**src/sv/pdc_pkg.sv**
```systemverilog
`default_nettype none

package pdc_pkg;

   localparam int unsigned CHANNELS    = 4;
   localparam int unsigned CH_W        = $clog2(CHANNELS);
   localparam int unsigned TIME_W      = 32;
   localparam int unsigned COUNT_W     = 32;
   localparam int unsigned MS_W        = 16;
   localparam int unsigned CSR_INDEX_W = 2;

   localparam logic [MS_W-1:0] MIN_PULSE_RESET   = 16'd15;
   localparam logic [MS_W-1:0] RUN_TIMEOUT_RESET = 16'd1000;
   localparam logic [MS_W-1:0] SETTLE_RESET      = 16'd20000;

   // last valid channel: one code beyond the channels means none seen yet
   localparam logic [CH_W:0] NO_CHANNEL = 3'd4;

   typedef enum logic [CSR_INDEX_W-1:0] {
      CSR_MIN_PULSE   = 2'd0,
      CSR_RUN_TIMEOUT = 2'd1,
      CSR_SETTLE      = 2'd2
   } csr_index_type;

   typedef enum logic [1:0] {
      DIR_UNKNOWN  = 2'd0,
      DIR_FORWARD  = 2'd1,
      DIR_BACKWARD = 2'd2
   } direction_type;

   typedef enum logic {
      MODE_TICK = 1'b0,
      MODE_EDGE = 1'b1
   } mode_type;

   typedef struct packed {
      logic [MS_W-1:0] min_pulse_ms;
      logic [MS_W-1:0] run_timeout_ms;
      logic [MS_W-1:0] settle_ms;
   } cfg_type;

   typedef struct packed {
      mode_type        mode;
      logic [CH_W-1:0] channel;
      logic            level;
   } event_type;

   typedef struct packed {
      logic signed [COUNT_W-1:0] pulse_count;
      direction_type             direction;
      logic                      running;
      logic                      count_valid;
   } status_type;

endpackage

`default_nettype wire

```
**src/sv/pdc_core.sv**
```systemverilog
`default_nettype none

module pdc_core (
   input  wire logic              clock,
   input  wire logic              reset,
   input  wire pdc_pkg::cfg_type   cfg,
   input  wire logic              ev_fire,
   input  wire pdc_pkg::event_type ev,
   output pdc_pkg::status_type     status
);

   logic [pdc_pkg::TIME_W-1:0]  now_ff, now_in;
   logic [pdc_pkg::TIME_W-1:0]  rise_ff [pdc_pkg::CHANNELS];
   logic [pdc_pkg::CH_W:0]      last_ch_ff, last_ch_in;
   pdc_pkg::direction_type      dir_ff, dir_in;
   logic [pdc_pkg::COUNT_W-1:0] count_ff, count_in;
   logic [pdc_pkg::MS_W-1:0]    run_ff, run_in;
   logic                        was_running_ff, was_running_in;
   logic [pdc_pkg::MS_W-1:0]    settle_ff, settle_in;

   logic [pdc_pkg::TIME_W-1:0]  high_time;
   logic [pdc_pkg::CH_W-1:0]    prev_ch, next_ch;
   logic [pdc_pkg::MS_W-1:0]    run_dec, settle_dec;
   logic                        run_after;
   logic                        rise_we;
   pdc_pkg::direction_type      pulse_dir;

   assign high_time  = now_ff - rise_ff[ev.channel];
   assign prev_ch    = ev.channel - 1'b1;
   assign next_ch    = ev.channel + 1'b1;
   assign run_dec    = (run_ff != '0) ? run_ff - 1'b1 : run_ff;
   assign settle_dec = (settle_ff != '0) ? settle_ff - 1'b1 : settle_ff;
   assign run_after  = (run_dec != '0);
   assign rise_we    = ev_fire && (ev.mode == pdc_pkg::MODE_EDGE) && ev.level;

   always_comb begin
      if (last_ch_ff == {1'b0, prev_ch}) begin
         pulse_dir = pdc_pkg::DIR_FORWARD;
      end else if (last_ch_ff == {1'b0, next_ch}) begin
         pulse_dir = pdc_pkg::DIR_BACKWARD;
      end else begin
         pulse_dir = pdc_pkg::DIR_UNKNOWN;
      end
   end

   always_comb begin
      now_in         = now_ff;
      last_ch_in     = last_ch_ff;
      dir_in         = dir_ff;
      count_in       = count_ff;
      run_in         = run_ff;
      was_running_in = was_running_ff;
      settle_in      = settle_ff;
      if (ev_fire) begin
         if (ev.mode == pdc_pkg::MODE_TICK) begin
            now_in    = now_ff + 1'b1;
            run_in    = run_dec;
            settle_in = settle_dec;
            if (run_after != was_running_ff) begin
               was_running_in = run_after;
               if (run_after) begin
                  count_in  = '0;
                  settle_in = '0;
               end else begin
                  settle_in = cfg.settle_ms;
               end
            end
         end else if (!ev.level &&
                      high_time >= {{(pdc_pkg::TIME_W-pdc_pkg::MS_W){1'b0}},
                                    cfg.min_pulse_ms}) begin
            last_ch_in = {1'b0, ev.channel};
            dir_in     = pulse_dir;
            run_in     = cfg.run_timeout_ms;
            case (pulse_dir)
               pdc_pkg::DIR_FORWARD:  count_in = count_ff + 1'b1;
               pdc_pkg::DIR_BACKWARD: count_in = count_ff - 1'b1;
               default:               count_in = count_ff;
            endcase
         end
      end
   end

   always_ff @(posedge clock) begin
      if (reset) begin
         now_ff         <= '0;
         last_ch_ff     <= pdc_pkg::NO_CHANNEL;
         dir_ff         <= pdc_pkg::DIR_UNKNOWN;
         count_ff       <= '0;
         run_ff         <= '0;
         was_running_ff <= 1'b0;
         settle_ff      <= '0;
         for (int i = 0; i < pdc_pkg::CHANNELS; i++) begin
            rise_ff[i] <= '0;
         end
      end else begin
         now_ff         <= now_in;
         last_ch_ff     <= last_ch_in;
         dir_ff         <= dir_in;
         count_ff       <= count_in;
         run_ff         <= run_in;
         was_running_ff <= was_running_in;
         settle_ff      <= settle_in;
         if (rise_we) begin
            rise_ff[ev.channel] <= now_ff;
         end
      end
   end

   assign status.pulse_count = count_ff;
   assign status.direction   = dir_ff;
   assign status.running     = (run_ff != '0);
   assign status.count_valid = (settle_ff == '0);

endmodule

`default_nettype wire

```
**src/sv/four_phase_pulse_direction_counter.sv**
```systemverilog
`default_nettype none

// Four-phase pulse direction counter. Each transfer on the req_ channel is a
// one millisecond tick (req_tuser low) or an edge on one phase line
// (req_tuser high, channel and new level in req_tdata). Every item yields
// exactly one transfer on rsp_ carrying the state after that item: the signed
// forward-minus-backward pulse count (wrapping), the direction of the last
// valid pulse, the running flag and the count-valid flag. The block takes one
// item per clock cycle when rsp_ is not stalled. An item's result is offered
// on rsp_ once the input register has loaded at the transfer edge and the
// state update has followed at a later edge when the result slot is free;
// the state registers drive rsp_tdata directly. Settings on csr_ are always
// taken (csr_ready is tied high) and should be written only while the block
// holds no item.

module four_phase_pulse_direction_counter (
   input  wire logic        clock,
   input  wire logic        reset,
   // request stream
   input  wire logic        req_tvalid,
   output logic             req_tready,
   input  wire logic [7:0]  req_tdata,   // [1:0] channel, [2] level, [7:3] zero
   input  wire logic        req_tuser,   // [0] mode: 0 tick, 1 edge
   // result stream
   output logic             rsp_tvalid,
   input  wire logic        rsp_tready,
   output logic [39:0]      rsp_tdata,   // [31:0] pulse_count, [33:32] direction,
                                         // [34] running, [35] count_valid, [39:36] zero
   // register write channel
   input  wire logic        csr_valid,
   output logic             csr_ready,
   input  wire logic [pdc_pkg::CSR_INDEX_W-1:0] csr_index,
   input  wire logic [pdc_pkg::MS_W-1:0]        csr_data
);

   pdc_pkg::cfg_type    cfg_ff, cfg_in;
   logic                in_valid_ff, in_valid_in;
   pdc_pkg::event_type  in_event_ff;
   logic                rsp_valid_ff, rsp_valid_in;
   logic                req_fire, advance, process;
   pdc_pkg::status_type status;

   // Settings: taken every cycle, writes beyond the list are dropped.
   assign csr_ready = 1'b1;

   always_comb begin
      cfg_in = cfg_ff;
      if (csr_valid) begin
         case (pdc_pkg::csr_index_type'(csr_index))
            pdc_pkg::CSR_MIN_PULSE:   cfg_in.min_pulse_ms   = csr_data;
            pdc_pkg::CSR_RUN_TIMEOUT: cfg_in.run_timeout_ms = csr_data;
            pdc_pkg::CSR_SETTLE:      cfg_in.settle_ms      = csr_data;
            default:                  cfg_in = cfg_ff;
         endcase
      end
   end

   // The result slot frees when it is empty or its transfer completes now;
   // the input register may then hand its item to the state update.
   assign advance    = !rsp_valid_ff || rsp_tready;
   assign process    = in_valid_ff && advance;
   assign req_tready = !in_valid_ff || advance;
   assign req_fire   = req_tvalid && req_tready;

   always_comb begin
      in_valid_in = in_valid_ff && !process;
      if (req_fire) begin
         in_valid_in = 1'b1;
      end
      rsp_valid_in = rsp_valid_ff && !rsp_tready;
      if (process) begin
         rsp_valid_in = 1'b1;
      end
   end

   always_ff @(posedge clock) begin
      if (reset) begin
         cfg_ff.min_pulse_ms   <= pdc_pkg::MIN_PULSE_RESET;
         cfg_ff.run_timeout_ms <= pdc_pkg::RUN_TIMEOUT_RESET;
         cfg_ff.settle_ms      <= pdc_pkg::SETTLE_RESET;
         in_valid_ff           <= 1'b0;
         rsp_valid_ff          <= 1'b0;
      end else begin
         cfg_ff       <= cfg_in;
         in_valid_ff  <= in_valid_in;
         rsp_valid_ff <= rsp_valid_in;
      end
   end

   // Capture the payload on every transfer; no reset needed.
   always_ff @(posedge clock) begin
      if (req_fire) begin
         in_event_ff.mode    <= pdc_pkg::mode_type'(req_tuser);
         in_event_ff.channel <= req_tdata[pdc_pkg::CH_W-1:0];
         in_event_ff.level   <= req_tdata[pdc_pkg::CH_W];
      end
   end

   // State update; its registers double as the result register.
   pdc_core u_core (
      .clock   (clock),
      .reset   (reset),
      .cfg     (cfg_ff),
      .ev_fire (process),
      .ev      (in_event_ff),
      .status  (status)
   );

   assign rsp_tvalid = rsp_valid_ff;
   assign rsp_tdata  = {4'b0000, status.count_valid, status.running,
                        status.direction, status.pulse_count};

   // The state must not move while no item is being processed.
   a_state_holds: assert property (@(posedge clock) disable iff (reset)
      !process |=> $stable(status))
      else $error("state changed without an item being processed");

   // A processed item always leaves a result behind.
   a_result_follows: assert property (@(posedge clock) disable iff (reset)
      process |=> rsp_valid_ff)
      else $error("processed item produced no result");

   // A buffered item is held until the result slot frees.
   a_input_held: assert property (@(posedge clock) disable iff (reset)
      (in_valid_ff && !advance) |=> (in_valid_ff && $stable(in_event_ff)))
      else $error("buffered item lost while result stalled");

endmodule

`default_nettype wire

```
**config.mk**
```make
export PLATFORM = sky130hd
export DESIGN_NAME = four_phase_pulse_direction_counter
export DESIGN_NICKNAME = d
export VERILOG_FILES = /design/src/sv/pdc_pkg.sv /design/src/sv/pdc_core.sv /design/src/sv/four_phase_pulse_direction_counter.sv
export SDC_FILE = /design/constraint.sdc
export NUM_CORES = 1
export LEC_CHECK = 0
export CAP_MARGIN = 0
export CORE_MARGIN = 5
export CORE_UTILIZATION = 50
export CTS_CLUSTER_SIZE = 30
export DETAILED_ROUTE_END_ITERATION = 10
export DONT_BUFFER_PORTS = 1
export PLACE_DENSITY_LB_ADDON = 0.05
export SKIP_LAST_GASP = 1
export SYNTH_ARGS = -nofsm -noshare
export SYNTH_HDL_FRONTEND = slang
export SYNTH_SLANG_ARGS = --single-unit
```
**constraint.sdc**
```tcl
create_clock -name clock -period 7 [get_ports clock]
set_input_delay 1.05 -clock clock [delete_from_list [all_inputs] [get_ports clock]]
set_output_delay 1.05 -clock clock [all_outputs]
set_load 0.02 [all_outputs]
```
Word-level counts from Yosys, hierarchy flattened:

Memory sizes are Yosys's and may differ from the RTL's. A register that Yosys moved wholly into a read port is not among the register bits.
Cells that the tools add are included.

* add/subtract/negate cells: 8
* $lt $le $gt $ge: 1
* eq/ne operators: 9
* mux-type cells: 24
* bitwise gates (word level): 1
* reductions and logical operators: 32

Operators with widths (count)
* 32-bit two-way mux: 5
* 16-bit two-way mux: 6
* 32-bit by 1-bit adder with 32-bit output (second input constant): 2
* 32-bit one-hot mux with 2 select lines: 1
* 16-bit nonzero test: 3
* 32-bit by 16-bit greater-or-equal comparator with 1-bit output: 1
* 32-bit OR reduction: 1
* 16-bit by 1-bit subtractor with 16-bit output (second input constant): 2
* 32-bit by 1-bit subtractor with 32-bit output (second input constant): 1
* 32-bit subtractor: 1
* 16-bit zero test: 1
* 2-bit AND reduction: 5
* 3-bit AND reduction: 3
* 1-bit two-way mux: 8
* 2-bit two-way mux: 4
* 1-bit logical AND: 7
* 3-bit by 2-bit equality test with 1-bit output: 2
* 2-bit nonzero test: 3
* 1-bit zero test: 5
* 5-bit AND reduction: 1
* 2-bit by 1-bit equality test with 1-bit output (second input constant): 2
* 2-bit equality test (second input constant): 2
* 3-bit by 1-bit != test with 1-bit output (second input constant): 1
* 2-bit by 1-bit adder with 2-bit output (second input constant): 1
* other kinds (6): 7

* bits in registers: 156
* memory bits (writable): 128
* output and inout bits: 43
* memories: 1

Memories
* u_core.rise_ff: words 4, width 32, read ports 1, clocked after memory_dff 1, wr ports 4, line pdc_core.sv:13 `logic [pdc_pkg::TIME_W-1:0] rise_ff [pdc_pkg::CHANNELS];`

Longest topological paths before layout:

* depth in word-level cells: 10
* depth in mapped cells: 27
* mapped depth without buffers: 22

Hierarchy:

Synthesis repeated with hierarchy kept, for this count alone.

* cells, all modules: 1768
* area total of the unflattened synthesis: 16325.7 µm²

By module, submodules not included
* pdc_core: times used 1, cells an instance 1555, area each 14107.3 µm², sequential area each 5885.6 µm²
* four_phase_pulse_direction_counter: times used 1, cells an instance 213, area each 2218.4 µm², sequential area each 1121.1 µm²

Worst setup path before layout:

No wires, ideal clock.

* path kind: register to register
* start: register with a tool-made name
* end: register u_core.run_ff[0] (netlist bit)
* arrival: 5.704 ns
* slack: 1.182 ns
* stages on the path, launching flop included: 24
* period minus slack after synthesis: 5.818 ns
* cells stage by stage: dfxtp_1 -> clkbuf_1 -> buf_1 -> mux4_2 -> ha_1 -> fa_1 -> nand2b_1 -> a21oi_1 -> o211ai_1 -> o21a_1 -> xnor2_1 -> ha_1 -> a21oi_1 -> o22ai_1 -> a211o_1 -> a41oi_1 -> o2111ai_1 -> a211oi_1 -> o2111ai_1 -> nor4_1 -> a311o_1 -> buf_2 -> nor2_1 -> a2111oi_0

RTL lines
* to (signal assigned): line pdc_core.sv:100 `run_ff <= run_in;`
* to (decl): line pdc_core.sv:17 `logic [pdc_pkg::MS_W-1:0] run_ff, run_in;`

==> flow_summary.json <==
{
  "slew-limit-headroom_pct": 27.3,
  "cts-hold-fix-buffers": 0,
  "yosys.area_share.adder_pct": 6.56,
  "cts.clk_slew.worst_paths_ps": 60,
  "status": "finished, final reports clean",
  "wl_per_cell_um": 17.4,
  "dp_hpwl_um": 26400,
  "cts_setup_buffers": 0,
  "vias": 12630,
  "required_ps": 7400,
  "synthArstFlopShare_pct": 0,
  "clock_path_buffers": 3,
  "dp_slack_ps": 1010,
  "layout_setup_ws_ps": 1090,
  "synth-simple-area-share_pct": 20.1,
  "grt_usage_pct": 21.3,
  "grt_max_degree": 137,
  "ys_seq_area_share_pct": 43.4,
  "synthMuxAreaShare_pct": 5.93,
  "final_cell_mix": "nand2_1 (232), nor2_1 (216), a21oi_1 (161), dfxtp_1 (153), edfxtp_1 (132)",
  "antenna_found_initial": 0,
  "syn_area_per_cell_um2": 8.96,
  "dieArea_um2": 36200,
  "use_met1_pct": 30.3,
  "rows": 66,
  "finalSetupViolCount": 0,
  "fillerInstances": 3017,
  "syn_to_final_growth_pct": 9.32,
  "power.total_mw": 4.16,
  "synth_ff_type": "dfxtp_1",
  "path_cells": "mux4_2 > ha_1 > fa_1 > nand2b_1 > a21oi_1 > o211ai_1 > o21a_1 > xnor2_1 > ha_1 > a21oi_1 > o22ai_1 > a211o_1 > a41oi_1 > o2111ai_1 > a211oi_1 > o2111ai_1 > nor4_1 > buf_4 > a311o_1 > nor2_1 > a2111oi_0",
  "use_met3_pct": 2.91,
  "synth_enable_flop_cells": 132,
  "cts.sinks": 286,
  "crit_slowest_cell": "mux4_2",
  "grt_pass1_wl_um": 63300,
  "drc": 0,
  "gp_congestion": 0.853,
  "busiest_layer": "met2",
  "final.period_utilization_pct": 84.5,
  "critPathBufInv": 1,
  "slew_violations": 0,
  "start_util_pct": 50.3,
  "hold_viol_final": 0,
  "synth-compound-area-share_pct": 14.5,
  "finClkSkew_ps": 17.8,
  "worst_setup_path_end_kind": "flop",
  "die_w_um": 190,
  "crit_path_max_incr_delay_ps": 560,
  "min_path_type": "flop to flop",
  "cts_tree": "yes",
  "ys_warn_count": 0,
  "startpoint_type": "flop",
  "io_pins": 75,
  "worst_pin_slew_ps": 1080,
  "nNetsFinal": 1900,
  "first_pass_iters": 6,
  "htree_levels": 2,
  "synth_seq_cells": 286,
  "ant_nets": 0,
  "final_common_cell": "nand2_1",
  "max_cap_viol_count": 0,
  "synth_top_family_by_area": "simple AND/OR/NAND/NOR gates",
  "insertion_delay_ps": 510,
  "syn-instance-count": 1814,
  "cts-resized-gates": 0,
  "cts_made_buffers": 34,
  "multi_input_area_um2": 8420,
  "first_global_vias": 12047,
  "die_h_um": 190,
  "worst_path_dominant_cell_family": "compound AO/OA/AOI/OAI gates",
  "overflow": 0,
  "cts-root-buf": "clkbuf_16",
  "seq_area_um2": 7050,
  "power.ir.vdd_worst_v": 0.000184,
  "fin_tns_setup_ps": 0,
  "fmax_ghz": 0.169,
  "via_per_inst": 5.61,
  "critPathArrivalTime_ps": 6310,
  "grt_setup_unrepaired": "false",
  "p_leak_nw": 7.09,
  "path_class": "flop to flop",
  "synth_cell_types": 75,
  "power.density_nw_per_um2": 234,
  "drive_gt1_share_pct": 6.97,
  "syn-cell-area_um2": 16200,
  "synthXorXnorAreaFrac_pct": 4.20,
  "core_area_um2": 32300,
  "wirelength_um": 39200,
  "fin_crit_ps": 5910,
  "n_antenna_cell": 0,
  "crit_fanout": 8,
  "drt_iter0_drc": 814,
  "use_met2_pct": 34.5,
  "io_buffer_count": 0
}
-- sequential cells by signal, summed over array words and instances (netlist names), named ones only --
name and flops:
in_valid_ff 1, rsp_tvalid 1, u_core.last_ch_ff 3, u_core.rise_ff 128, u_core.run_ff 16, u_core.now_ff 32, cfg_ff 48, u_core.dir_ff 2
u_core.count_ff 32, in_event_ff 4, u_core.settle_ff 16, u_core.was_running_ff 1
-- layer usage --
metal,vias up,routed length (um)
li1,6361,-
met1,5939,18800
met5,-,0
met2,262,17700
met4,0,1030
met3,68,1780
-- stage by stage --
stage	area (um^2)	cells	hold slack [ps]	util, %
after global placement	16600	2190	440	51.5
after CTS	17800	2251	451	55.0
final	17800	2251	453	55.0
after global routing	17800	2251	466	55.0
after detailed placement	16600	2190	443	51.5
after floorplan	16300	1817	432	-
-- logic make-up after synthesis --
family / count (synthesis)
other: 2
xor gates and xnor gates: 77
DFF: 286
AOI/OAI and AO/OA: 390
adders and majority gates: 84
muxes: 56
and+or+nand+nor: 710
buffers and inverters: 209
-- report_power, final --
| part | internal, mW | leakage, nW | switching (mW) |
|---|---|---|---|
| Combinational | 0.205 | 3.94 | 0.327 |
| Clock | 1.11 | 0.556 | 0.681 |
| Sequential | 1.80 | 2.59 | 0.0337 |
| Total | 3.12 | 7.09 | 1.04 |
-- Yosys cell counts, drive strengths merged, types with 6 or more instances --
cell,n,area [um^2]
a211oi,18,140
clkbuf,64,240
mux2i,22,220
a21o,18,135
nor2,219,838
nor2b,12,75.1
mux4,32,721
a21oi,161,806
o21a,7,52.6
xor2,37,324
ha,82,1030
o21ai,91,455
nor4,13,81.3
edfxtp,132,3960
nand4,22,138
xnor2,40,358
o211ai,20,150
and2,10,62.6
nor3,31,155
nand2b,43,269
nand3,57,285
nand2,232,871
or2,6,37.5
dfxtp,154,3080
or3,17,106
a31oi,11,68.8
inv,121,454
nor3b,8,60.1
buf,24,165
o22ai,7,43.8
and3,18,113
-- cell type report --
class	instances	share of cell area (%)
flip-flops and latches	286	39.7
inverters	121	2.56
multi-input cells	1322	47.4
well taps	442	3.11
clock inverters	14	0.782
repair buffers	19	0.803
clock buffers	47	5.66
-- tightest hold or removal path: stages, from the launching register on --
cell and delay, ps:
dfxtp_1 310, nand2_1 50, a21oi_1 50
-- worst paths after layout --
kind / start / endpoint / slack (ps) / depth (start not counted)
max reg2reg: flop / u_core.run_ff[0]$_SDFFE_PP0P_ / 1090 / 21
max: flop / u_core.run_ff[0]$_SDFFE_PP0P_ / 1090 / 21
min: cfg_ff[29]$_SDFFE_PP0P_ / cfg_ff[29]$_SDFFE_PP0P_ / 450 / 2
min reg2reg: cfg_ff[29]$_SDFFE_PP0P_ / cfg_ff[29]$_SDFFE_PP0P_ / 450 / 2
Note: power is estimated with default switching activity, not from simulation.
